===== src/hdl/spg_pkg.sv =====
// Shared types and constants for the stepper step pulse generator.
// Holds the transfer payload structs, mode and register codes, and divider widths.
// No dependencies.
`default_nettype none

package spg_pkg;

  // Number of motor channels that the fields and line vectors are sized for.
  localparam int NCH = 3;

  // Item modes.
  localparam logic [2:0] MODE_TICK_ALL    = 3'd0;
  localparam logic [2:0] MODE_TICK_ONE    = 3'd1;
  localparam logic [2:0] MODE_SET_SPEED   = 3'd2;
  localparam logic [2:0] MODE_SET_DIR     = 3'd3;
  localparam logic [2:0] MODE_ENABLE      = 3'd4;
  localparam logic [2:0] MODE_DISABLE     = 3'd5;
  localparam logic [2:0] MODE_ENABLE_ALL  = 3'd6;
  localparam logic [2:0] MODE_DISABLE_ALL = 3'd7;

  // Configuration register indexes.
  localparam logic [2:0] REG_MAX_SPEED   = 3'd0;
  localparam logic [2:0] REG_MIN_SPEED   = 3'd1;
  localparam logic [2:0] REG_USTEP_M0    = 3'd2;
  localparam logic [2:0] REG_USTEP_M1    = 3'd3;
  localparam logic [2:0] REG_USTEP_M2    = 3'd4;
  localparam logic [2:0] REG_DIR_POL     = 3'd5;

  // Period arithmetic: 100000 / (2 * microsteps * speed).
  localparam int Q_W   = 17;                 // dividend and quotient width
  localparam int MUL_W = 24;                 // 8 x 16 bit product
  localparam int DEN_W = MUL_W + 1;          // product times two
  localparam logic [Q_W-1:0] PERIOD_BASE = 17'd100000;

  // Input item.
  typedef struct packed {
    logic [2:0]  mode;
    logic [2:0]  motor;
    logic [31:0] speed;
    logic        dir;
  } in_t;

  // Result item.
  typedef struct packed {
    logic [2:0]  step_lines;
    logic [2:0]  dir_lines;
    logic [15:0] period_out;
  } out_t;

endpackage

`default_nettype wire


===== src/hdl/spg_div.sv =====
// Iterative restoring divider for the step period: PERIOD_BASE / divisor.
// One quotient bit per cycle, done pulses when the quotient is ready.
// Depends on spg_pkg.
`default_nettype none

module spg_div (
  input  wire logic                        clk,
  input  wire logic                        rst_n,
  input  wire logic                        start,
  input  wire logic [spg_pkg::DEN_W-1:0]   divisor,
  output logic                             done,
  output logic [spg_pkg::Q_W-1:0]          quotient
);

  localparam int CNT_W = $clog2(spg_pkg::Q_W);

  logic                        busy_r;
  logic                        done_r;
  logic [CNT_W-1:0]            cnt_r;
  logic [spg_pkg::DEN_W-1:0]   rem_r;
  logic [spg_pkg::Q_W-1:0]     acc_r;
  logic [spg_pkg::DEN_W-1:0]   den_r;

  logic [spg_pkg::DEN_W:0]     trial;
  logic [spg_pkg::DEN_W+1:0]   diff;
  logic                        neg;

  // Shift in the next dividend bit and try a subtraction.
  always_comb begin
    trial = {rem_r, acc_r[spg_pkg::Q_W-1]};
    diff  = {1'b0, trial} - {2'b00, den_r};
    neg   = diff[spg_pkg::DEN_W+1];
  end

  // Control of the step sequence.
  always_ff @(posedge clk) begin
    if (!rst_n) begin
      busy_r <= 1'b0;
      done_r <= 1'b0;
      cnt_r  <= '0;
    end else begin
      done_r <= 1'b0;
      if (start) begin
        busy_r <= 1'b1;
        cnt_r  <= '0;
      end else if (busy_r) begin
        cnt_r <= cnt_r + 1'b1;
        if (cnt_r == CNT_W'(spg_pkg::Q_W - 1)) begin
          busy_r <= 1'b0;
          done_r <= 1'b1;
        end
      end
    end
  end

  // Remainder and dividend/quotient shift register.
  always_ff @(posedge clk) begin
    if (start) begin
      rem_r <= '0;
      acc_r <= spg_pkg::PERIOD_BASE;
      den_r <= divisor;
    end else if (busy_r) begin
      rem_r <= neg ? trial[spg_pkg::DEN_W-1:0] : diff[spg_pkg::DEN_W-1:0];
      acc_r <= {acc_r[spg_pkg::Q_W-2:0], ~neg};
    end
  end

  assign done     = done_r;
  assign quotient = acc_r;

endmodule

`default_nettype wire


===== src/hdl/stepper_step_pulse_generator.sv =====
// Top level of the stepper step pulse generator: sequencer, motor state and config.
// Depends on spg_pkg and spg_div.
`default_nettype none

// Step/direction generator for up to three motors. Each accepted item ticks,
// configures, enables or disables motors and yields one result holding the
// step and direction line levels and the period of the addressed motor. All
// modes but a set speed of a valid motor with a nonzero speed finish in the
// accepting cycle, and their result appears in the output register the cycle
// after. Such a set speed runs one 8x16 multiply (S_MUL), starts the 17-step
// shared restoring divider (S_START) and waits in S_DIV until it is done; its
// result is registered when the divider is done, and no new item is taken
// before then. The input side is ready whenever the sequencer is idle and
// the output register is empty or being emptied.
module stepper_step_pulse_generator #(
  parameter int MOTORS = 3
) (
  input  wire logic           clk,
  input  wire logic           rst_n,
  input  wire logic           in_valid,
  output logic                in_ready,
  input  wire spg_pkg::in_t   in_data,
  output logic                out_valid,
  input  wire logic           out_ready,
  output spg_pkg::out_t       out_data,
  input  wire logic           cfg_we,
  input  wire logic [2:0]     cfg_index,
  input  wire logic [15:0]    cfg_wdata
);

  localparam logic [1:0] S_IDLE  = 2'd0;
  localparam logic [1:0] S_MUL   = 2'd1;
  localparam logic [1:0] S_START = 2'd2;
  localparam logic [1:0] S_DIV   = 2'd3;

  // Configuration registers.
  logic [15:0]             max_speed_r;
  logic [15:0]             min_speed_r;
  logic [7:0]              ustep_r [spg_pkg::NCH];
  logic [spg_pkg::NCH-1:0] dir_pol_r;

  // Motor state.
  logic [15:0]       period_r  [MOTORS];
  logic [15:0]       period_nxt[MOTORS];
  logic [15:0]       count_r   [MOTORS];
  logic [15:0]       count_nxt [MOTORS];
  logic [MOTORS-1:0] enabled_r, enabled_nxt;
  logic [MOTORS-1:0] step_r, step_nxt;
  logic [MOTORS-1:0] dir_r, dir_nxt;

  // Sequencer and set speed operands.
  logic [1:0]                state_r, state_nxt;
  spg_pkg::in_t              item_r;
  logic [15:0]               speed_r;
  logic [7:0]                ustep_sel_r;
  logic [spg_pkg::MUL_W-1:0] prod_r;

  logic                      out_valid_r;
  spg_pkg::out_t             out_data_r;

  logic                      in_fire;
  logic                      long_op;
  logic                      commit;
  spg_pkg::in_t              cmd;
  spg_pkg::out_t             result;
  logic [15:0]               clamped;
  logic [7:0]                ustep_sel;
  logic                      div_done;
  logic [spg_pkg::Q_W-1:0]   quotient;
  logic [15:0]               new_period;
  logic                      cmd_valid;
  logic                      hit;

  assign in_ready = (state_r == S_IDLE) && (!out_valid_r || out_ready);
  assign in_fire  = in_valid && in_ready;
  assign long_op  = (in_data.mode == spg_pkg::MODE_SET_SPEED) &&
                    (in_data.motor < 3'(MOTORS)) && (in_data.speed != 32'd0);

  // Speed clamp: upper limit is tested first.
  always_comb begin
    if (in_data.speed > {16'd0, max_speed_r}) begin
      clamped = max_speed_r;
    end else if (in_data.speed < {16'd0, min_speed_r}) begin
      clamped = min_speed_r;
    end else begin
      clamped = in_data.speed[15:0];
    end
  end

  // Microstep factor of the addressed motor.
  always_comb begin
    ustep_sel = '0;
    for (int i = 0; i < spg_pkg::NCH; i++) begin
      if (in_data.motor == 3'(i)) begin
        ustep_sel = ustep_r[i];
      end
    end
  end

  // Shared divider; a zero divisor yields all ones and saturates.
  spg_div u_div (
    .clk      (clk),
    .rst_n    (rst_n),
    .start    (state_r == S_START),
    .divisor  ({prod_r, 1'b0}),
    .done     (div_done),
    .quotient (quotient)
  );

  assign new_period = div_done ?
                      (quotient[spg_pkg::Q_W-1] ? 16'hFFFF : quotient[15:0]) : 16'd0;

  // Sequencer.
  always_comb begin
    state_nxt = state_r;
    unique case (state_r)
      S_IDLE:  if (in_fire && long_op) begin
                 state_nxt = S_MUL;
               end
      S_MUL:   state_nxt = S_START;
      S_START: state_nxt = S_DIV;
      S_DIV:   if (div_done) begin
                 state_nxt = S_IDLE;
               end
      default: state_nxt = S_IDLE;
    endcase
  end

  // Item execution: immediate items at acceptance, computed set speed at divider completion.
  assign cmd    = div_done ? item_r : in_data;
  assign commit = div_done || (in_fire && !long_op);

  always_comb begin
    period_nxt  = period_r;
    count_nxt   = count_r;
    enabled_nxt = enabled_r;
    step_nxt    = step_r;
    dir_nxt     = dir_r;
    hit         = 1'b0;
    if (commit) begin
      for (int i = 0; i < MOTORS; i++) begin
        hit = (cmd.motor == 3'(i));
        unique case (cmd.mode) inside
          spg_pkg::MODE_TICK_ALL, spg_pkg::MODE_TICK_ONE: begin
            if ((cmd.mode == spg_pkg::MODE_TICK_ALL || hit) &&
                period_r[i] != 16'd0 && enabled_r[i]) begin
              if (count_r[i] + 16'd1 == period_r[i]) begin
                count_nxt[i] = 16'd0;
                step_nxt[i]  = ~step_r[i];
              end else begin
                count_nxt[i] = count_r[i] + 16'd1;
              end
            end
          end
          spg_pkg::MODE_SET_SPEED: if (hit) begin
            period_nxt[i] = new_period;
          end
          spg_pkg::MODE_SET_DIR: if (hit) begin
            dir_nxt[i] = cmd.dir ? dir_pol_r[i] : ~dir_pol_r[i];
          end
          spg_pkg::MODE_ENABLE: if (hit) begin
            enabled_nxt[i] = 1'b1;
          end
          spg_pkg::MODE_DISABLE: if (hit) begin
            enabled_nxt[i] = 1'b0;
          end
          spg_pkg::MODE_ENABLE_ALL:  enabled_nxt[i] = 1'b1;
          spg_pkg::MODE_DISABLE_ALL: enabled_nxt[i] = 1'b0;
          default: ;
        endcase
      end
    end
  end

  // Result from the state after this item.
  always_comb begin
    result    = '0;
    cmd_valid = (cmd.motor < 3'(MOTORS));
    for (int i = 0; i < MOTORS; i++) begin
      result.step_lines[i] = step_nxt[i];
      result.dir_lines[i]  = dir_nxt[i];
      if (cmd_valid && cmd.motor == 3'(i)) begin
        result.period_out = period_nxt[i];
      end
    end
  end

  // Control, motor state and configuration registers.
  always_ff @(posedge clk) begin
    if (!rst_n) begin
      state_r     <= S_IDLE;
      out_valid_r <= 1'b0;
      enabled_r   <= '0;
      step_r      <= '0;
      dir_r       <= '0;
      for (int i = 0; i < MOTORS; i++) begin
        period_r[i] <= 16'd0;
        count_r[i]  <= 16'd0;
      end
      max_speed_r <= 16'd500;
      min_speed_r <= 16'd1;
      ustep_r[0]  <= 8'd16;
      ustep_r[1]  <= 8'd32;
      ustep_r[2]  <= 8'd8;
      dir_pol_r   <= 3'd7;
    end else begin
      state_r   <= state_nxt;
      enabled_r <= enabled_nxt;
      step_r    <= step_nxt;
      dir_r     <= dir_nxt;
      period_r  <= period_nxt;
      count_r   <= count_nxt;
      if (commit) begin
        out_valid_r <= 1'b1;
      end else if (out_ready) begin
        out_valid_r <= 1'b0;
      end
      if (cfg_we) begin
        unique case (cfg_index)
          spg_pkg::REG_MAX_SPEED: max_speed_r <= cfg_wdata;
          spg_pkg::REG_MIN_SPEED: min_speed_r <= cfg_wdata;
          spg_pkg::REG_USTEP_M0:  ustep_r[0]  <= cfg_wdata[7:0];
          spg_pkg::REG_USTEP_M1:  ustep_r[1]  <= cfg_wdata[7:0];
          spg_pkg::REG_USTEP_M2:  ustep_r[2]  <= cfg_wdata[7:0];
          spg_pkg::REG_DIR_POL:   dir_pol_r   <= cfg_wdata[2:0];
          default: ;
        endcase
      end
    end
  end

  // Payload registers.
  always_ff @(posedge clk) begin
    if (commit) begin
      out_data_r <= result;
    end
    if (in_fire) begin
      item_r      <= in_data;
      speed_r     <= clamped;
      ustep_sel_r <= ustep_sel;
    end
    if (state_r == S_MUL) begin
      prod_r <= ustep_sel_r * speed_r;
    end
  end

  assign out_valid = out_valid_r;
  assign out_data  = out_data_r;

endmodule

`default_nettype wire


===== config.mk =====
export PLATFORM = sky130hd
export DESIGN_NAME = stepper_step_pulse_generator
export DESIGN_NICKNAME = d
export VERILOG_FILES = /design/src/hdl/spg_pkg.sv /design/src/hdl/spg_div.sv /design/src/hdl/stepper_step_pulse_generator.sv
export SDC_FILE = /design/constraint.sdc
export NUM_CORES = 1
export LEC_CHECK = 0
export BUFFER_PORTS_ARGS = -buffer_cell sky130_fd_sc_hd__buf_2
export CAP_MARGIN = 10
export CORE_UTILIZATION = 32
export DETAILED_ROUTE_END_ITERATION = 8
export PLACE_DENSITY = 0.48
export SETUP_SLACK_MARGIN = 0.2
export SYNTH_ARGS = -nofsm -noshare
export SYNTH_HDL_FRONTEND = slang
export SYNTH_HIERARCHICAL = 1
export SYNTH_SLANG_ARGS = --single-unit
export TNS_END_PERCENT = 5

===== constraint.sdc =====
create_clock -name clk -period 5.5 [get_ports clk]
set_input_delay 1.1 -clock clk [delete_from_list [all_inputs] [get_ports clk]]
set_output_delay 1.1 -clock clk [all_outputs]
set_load 0.03 [all_outputs]

## After elaboration in Yosys (flattened, before gate mapping)

Memories as Yosys holds them, arrays and structs flattened.
Index checks and enable logic that the tools add are counted.

- Register bits: 325
- Bits in writable memories: 24
- Input port bits: 63
- Output and inout port bits: 24
- Memories kept: 1

- Add/sub/neg operators: 5
- Multiply operators: 1
- Order comparisons: 4
- Equal/unequal tests: 32
- Multiplexer cells: 76
- Bitwise gates (word level): 12
- Reduce and logical (&&, ||, !) cells: 46

Memories:

| name | words | width | read ports | clocked after memory_dff | wr ports | RTL line | text |
|---|---|---|---|---|---|---|---|
| ustep_r | 3 | 8 | 3 | 0 | 3 | stepper_step_pulse_generator.sv:39 | `logic [7:0] ustep_r [spg_pkg::NCH];` |

Operators with widths:

| cell | number |
|---|---|
| two-way mux 16 bit | 16 |
| adder 16 x 1 -> 16 bit, second input constant | 3 |
| == test 16 bit | 3 |
| two-way mux 48 bit | 1 |
| two-way mux 8 bit | 6 |
| nonzero test 16 bit | 3 |
| two-way mux 1 bit | 43 |
| two-way mux 39 bit | 1 |
| greater-than comparator 32 x 16 -> 1 bit | 1 |
| < comparator 32 x 16 -> 1 bit | 1 |
| nonzero test 32 bit | 1 |
| subtractor 26 x 25 -> 27 bit | 1 |
| two-way mux 25 bit | 1 |
| multiplier 8 x 16 -> 24 bit | 1 |
| == test 3 x 2 -> 1 bit, second input constant | 7 |
| == test 3 bit, second input constant | 6 |
| logical AND 1 bit | 15 |
| == test 3 x 1 -> 1 bit, second input constant | 4 |
| logical NOT 3 bit | 4 |
| != test 2 x 1 -> 1 bit, second input constant | 6 |
| case mux 1 bit (4 select lines) | 3 |
| AND reduction 4 bit | 3 |
| NOT 1 bit | 9 |
| AND reduction 3 bit | 3 |
| 18 further kinds | 34 |

## Longest topological paths before layout

- Depth after elaboration: 10
- Gate-level depth with buffers: 19
- Depth with buffers taken out: 18

## Cells and area by module

The synthesis kept the hierarchy.

Modules (own cells, without submodules):

| module | instances | cells each | area an instance (um^2) | seq. area each (um^2) |
|---|---|---|---|---|
| stepper_step_pulse_generator | 1 | 1737 | 16618.4 | 5895.7 |
| spg_div | 1 | 456 | 4229.1 | 1731.7 |

## Least setup slack after synthesis

Ideal clock, no wire load.

- Path kind: register to register
- From: register ustep_sel_r[7]
- To: register prod_r[23] (netlist bit) (data pin)
- Arrival: 4.728 ns
- Data required time: 5.240 ns
- Path slack: 0.513 ns
- Cell stages (with the launch flop): 19
- Path buffers: 1
- Period minus slack after synthesis: 4.987 ns
- Cells stage by stage: edfxtp_1 > clkbuf_1 > nand2_1 > fa_1 > fa_1 > inv_1 > fa_1 > inv_1 > fa_1 > inv_1 > ha_1 > o21a_1 > o31a_1 > o31ai_1 > a31oi_1 > o41ai_1 > o2111ai_1 > a21oi_1 > xnor2_1

- Cells in the longest elaborated chain, start to end: 1

Ends and longest elaborated chain:

| item | RTL line | text |
|---|---|---|
| start: declaration | stepper_step_pulse_generator.sv:55 | `logic [7:0] ustep_sel_r;` |
| start signal: assignment | stepper_step_pulse_generator.sv:240 | `ustep_sel_r <= ustep_sel;` |
| multiplier 8 x 16 -> 24 bit | stepper_step_pulse_generator.sv:243 | `prod_r <= ustep_sel_r * speed_r;` |
| end signal: assignment | stepper_step_pulse_generator.sv:243 |  |
| end: declaration | stepper_step_pulse_generator.sv:56 | `logic [spg_pkg::MUL_W-1:0] prod_r;` |

Every way passes these cells.
A chain may end at the register's enable or synchronous reset.

## Worst setup path in the final report

- From: register speed_r[5]
- To: register prod_r[23] (netlist bit) (data pin)

- Cells in the longest elaborated chain, start to end: 1

Ends and longest elaborated chain:

| item | RTL line | text |
|---|---|---|
| start: declaration | stepper_step_pulse_generator.sv:54 | `logic [15:0] speed_r;` |
| start signal: assignment | stepper_step_pulse_generator.sv:239 | `speed_r <= clamped;` |
| multiplier 8 x 16 -> 24 bit | stepper_step_pulse_generator.sv:243 |  |

Every way passes these cells.

==> run_results.csv <==
group,metric,value,unit
global_routing,grt_pass1_wl,86100,um
layout,layout-area-overhead-vs-synth,13.7,%
pwr,seqPwrFrac,26.6,%
timing,finalCriticalPeriod,5.10,ns
logic_synthesis,avgSynthCellArea,9.51,um2
clock_network,cts_htree_levels,2,
logic_synthesis,syn_nets,2451,
setup_path,critPathMaxFanout,8,
drt,routedWlPerCell,16.9,um
floorplan,fp.dieW,257,um
clock_network,tritoncts,"yes",
timing,tightest_slew,1.14,ns
global_routing,grt_pass1_vias,15600,
setup_path,cp-end-kind,"flip-flop",
clock_network,numCtsBuffers,42,
pwr,leakage,0.00944,uW
pwr,p_clk_share,22.2,%
pwr,peakVddDrop,0.000570,V
layout,design_area,23700,um2
logic_synthesis,yosys_warnings,6,
floorplan,num_rows,93,
pwr,powerDensity,541,nW/um2
logic_synthesis,ys_seq_area_share,36.6,%
drt,drc,0,
layout,fillers,6604,
timing,fin_ws,0.400,ns
setup_path,worstSetupPathType,"flip-flop to flip-flop",
setup_path,cp-start-kind,"flip-flop",
place,place_congestion,0.841,
timing,rsz0062_at_grt,"no",
setup_path,crit_chain,"and2_1, fa_1, fa_1, fa_1, inv_1, fa_1, inv_1, ha_1, and3_2, o2111a_1, o31ai_2, a31oi_2, o41ai_2, buf_4, o2111ai_1, a21oi_1, xnor2_1",
drt,drtIter0Drc,838,
floorplan,die-area,66200,um2
clock_network,clk_pin_slew,0.05,ns
timing,finalMaxSlewViolations,0,
logic_synthesis,ys.flop_type,"dfxtp_1",
timing,whs,0.409,ns
logic_synthesis,yosys_register_bits,318,
setup_path,crit_slowest_cell,"fa_1",
logic_synthesis,synth_cell_types,96,
floorplan,die_y,257,um
logic_synthesis,synth_area,20800,um2
clock_network,root_buffer,"clkbuf_16",
outcome,outcome,"finished clean",
timing,fin_crit_sh,92.7,%
floorplan,ios,87,
clock_network,clockBufferDepth,3,
drt,vias,15700,
timing,max-slew-margin-rel,23.8,%
drt,wl,53500,um
drt,postRouteAntennaNets,0,
clock_network,clkLatencyLatePin,0.58,ns
logic_synthesis,async_flop_share,0,%
place,dp_slack,0.183,ns
pwr,share_comb_of_total_power,51.2,%
timing,max_freq,196,MHz
logic_synthesis,synth-edff-count,126,
timing,skew,0.0254,ns
timing,hold_viol,0,
clock_network,postCtsHoldBufs,0,
timing,tns,0,ns
drt,drt-pass1-iter-count,5,
pwr,p_int,7660,uW
layout,fin_nets,2526,
global_routing,antenna_found_initial,1,
drt,avgViaCountPerCell,4.97,
setup_path,cp.arrival,5.41,ns
clock_network,cts.sinks,318,
setup_path,required,5.81,ns
place,dp_hpwl,39600,um
global_routing,grt_overflow,0,
floorplan,start_util,32.3,%
layout,drive_gt1_share,10.9,%
logic_synthesis,synthCells,2193,
timing,setup_viol,0,
pwr,p_sw,5150,uW
setup_path,cp_common_cell,"fa_1",
hold_path,min_path_type,"flip-flop to flip-flop",
setup_path,max_stage_delay,0.56,ns
place,place_area,22100,um2
global_routing,grtUsageTotal,16.1,%
global_routing,grt_max_degree,58,
floorplan,fp.coreArea,64500,um2
pwr,p_sw_share,40.2,%
job,maxCapViolCount,0,
place,io_buffers,86,
[cells in the final DEF, fill, tap and decap left out, types with 14 or more instances in the layout]
cell type    n
inv_1      183
a21o_1      27
buf_2       88
nand2b_1    15
nor2b_1     53
a21oi_1     78
dfxtp_1    191
nand4_1     33
ha_1       109
and2_1     135
mux2i_1     90
or3_1       15
clkbuf_16   42
nand3_1     36
a311oi_1    15
and3_1      18
nor2_1     154
nand2_1    196
buf_4       43
nor4_1      33
xor2_1      52
o21a_1      25
a31oi_1     14
fa_1        85
xnor2_1     90
nor3_1      27
a21boi_0    35
o21ai_0     39
edfxtp_1   126
a22oi_1     25
[worst max-delay path, delay by kind of cell (launching register included)]
kind	cells	cell delay, ns
buf+inv	3	0.25
flops	1	0.52
xor+xnor	1	0.13
compound gates	6	0.96
fa+ha+maj	5	2.51
simple gates	2	0.50
[path summary, 6_finish.rpt]
check / slack [ns] / cells after the start / start / end
worst max register to register: 0.40 / 17 / speed_r[5] / prod_r[23]
worst min register to register: 0.41 / 0 / prod_r[10] / u_div/den_r[11]
worst max-delay path: 0.40 / 17 / speed_r[5] / prod_r[23]
worst min-delay path: 0.41 / 0 / prod_r[10] / u_div/den_r[11]
[repair_timing]
item | in CTS | in global routing
gates resized for setup | 0 | 5
setup endpoints to repair | 1 | 3
buffers inserted | 5 | 11
pin swaps | 0 | 0
[power groups by stage]
| stage | clock network (uW) | registers [uW] | logic [uW] |
|---|---|---|---|
| floorplan | 0 | 3400 | 5040 |
| global placement | 0 | 3480 | 6370 |
| CTS | 2930 | 3430 | 6540 |
| finish | 2850 | 3410 | 6560 |
| global route | 3030 | 3470 | 7510 |
| detailed placement | 0 | 3480 | 6470 |
[Yosys cell counts (8+ instances only)]
cell type / instances / share of area, %
nor4_1: 33 / 0.99
a21o_1: 27 / 0.97
xnor2_1: 90 / 3.8
and3_1: 19 / 0.57
or3_1: 15 / 0.45
nand2b_1: 15 / 0.45
a311oi_1: 15 / 0.63
nand2_1: 196 / 3.5
fa_1: 85 / 8.2
edfxtp_1: 126 / 18
xor2_1: 52 / 2.2
nor2b_1: 53 / 1.6
a21oi_1: 78 / 1.9
a31oi_1: 16 / 0.48
mux2i_1: 90 / 4.3
nand3_1: 36 / 0.86
inv_1: 183 / 3.3
nand3b_1: 8 / 0.29
buf_2: 17 / 0.41
and2_1: 135 / 4.1
nor2_2: 9 / 0.27
dfxtp_1: 192 / 18
o31ai_1: 10 / 0.36
a22oi_1: 25 / 0.90
o22a_1: 13 / 0.55
nor3_1: 30 / 0.72
o21a_1: 25 / 0.90
o211ai_1: 11 / 0.40
ha_1: 110 / 6.6
nor2_1: 154 / 2.8
nand4_1: 33 / 0.99
a21boi_0: 35 / 1.3
buf_6: 8 / 0.43
clkbuf_1: 63 / 1.1
o21ai_0: 39 / 0.94
[per-stage QoR]
| stage | total power, uW | util [%] | cells |
|---|---|---|---|
| after floorplan | 8440 | - | 2193 |
| after global placement | 9840 | 34.3 | 3062 |
| after detailed placement | 9950 | 34.3 | 3062 |
| after CTS | 12900 | 36.6 | 3144 |
| after global routing | 14000 | 36.8 | 3157 |
| final | 12800 | 36.8 | 3157 |
[final cells by class]
type	count	area (um2)	share of cell area [%]
Clock buffer	48	1080	4.57
Tap cell	855	1070	4.51
Inverter	185	694	2.93
Antenna cell	1	2.50	0.0106
Timing Repair Buffer	131	763	3.22
Clock inverter	29	352	1.48
Sequential cell	318	7630	32.2
Multi-Input combinational cell	1590	12100	51.1
[sequential cells by signal, summed over array words and instances (netlist names), 5 cells and up]
register / cells
count_r: 48
item_r: 7
max_speed_r: 16
min_speed_r: 16
out_data: 22
period_r: 48
prod_r: 24
speed_r: 16
u_div/cnt_r: 5
u_div/den_r: 25
u_div/quotient: 17
u_div/rem_r: 25
ustep_r: 24
ustep_sel_r: 8
[metal layers]
layer	global-route usage, %	part of all wire [%]	vias up
met5	0	0	-
met4	4.02	1.9	0
met3	2.49	4.1	64
met2	26.4	46	295
met1	22.1	48	7571
li1	-	-	7768
[cell families (layout without fill, tap and decap cells)]
logic type | after synthesis | after routing | share of synthesized area (%)
AO/OA/AOI/OAI | 375 | 375 | 12.9
XOR/XNOR | 143 | 143 | 6.04
adder cells (fa/ha/maj) | 195 | 195 | 14.8
buffers and inverters | 285 | 393 | 5.67
flip-flops | 318 | 318 | 36.6
multiplexers | 96 | 96 | 4.65
other | 1 | 2 | 0.0180
AND/OR/NAND/NOR | 780 | 780 | 19.4
Power figures use the tool's default switching activity.
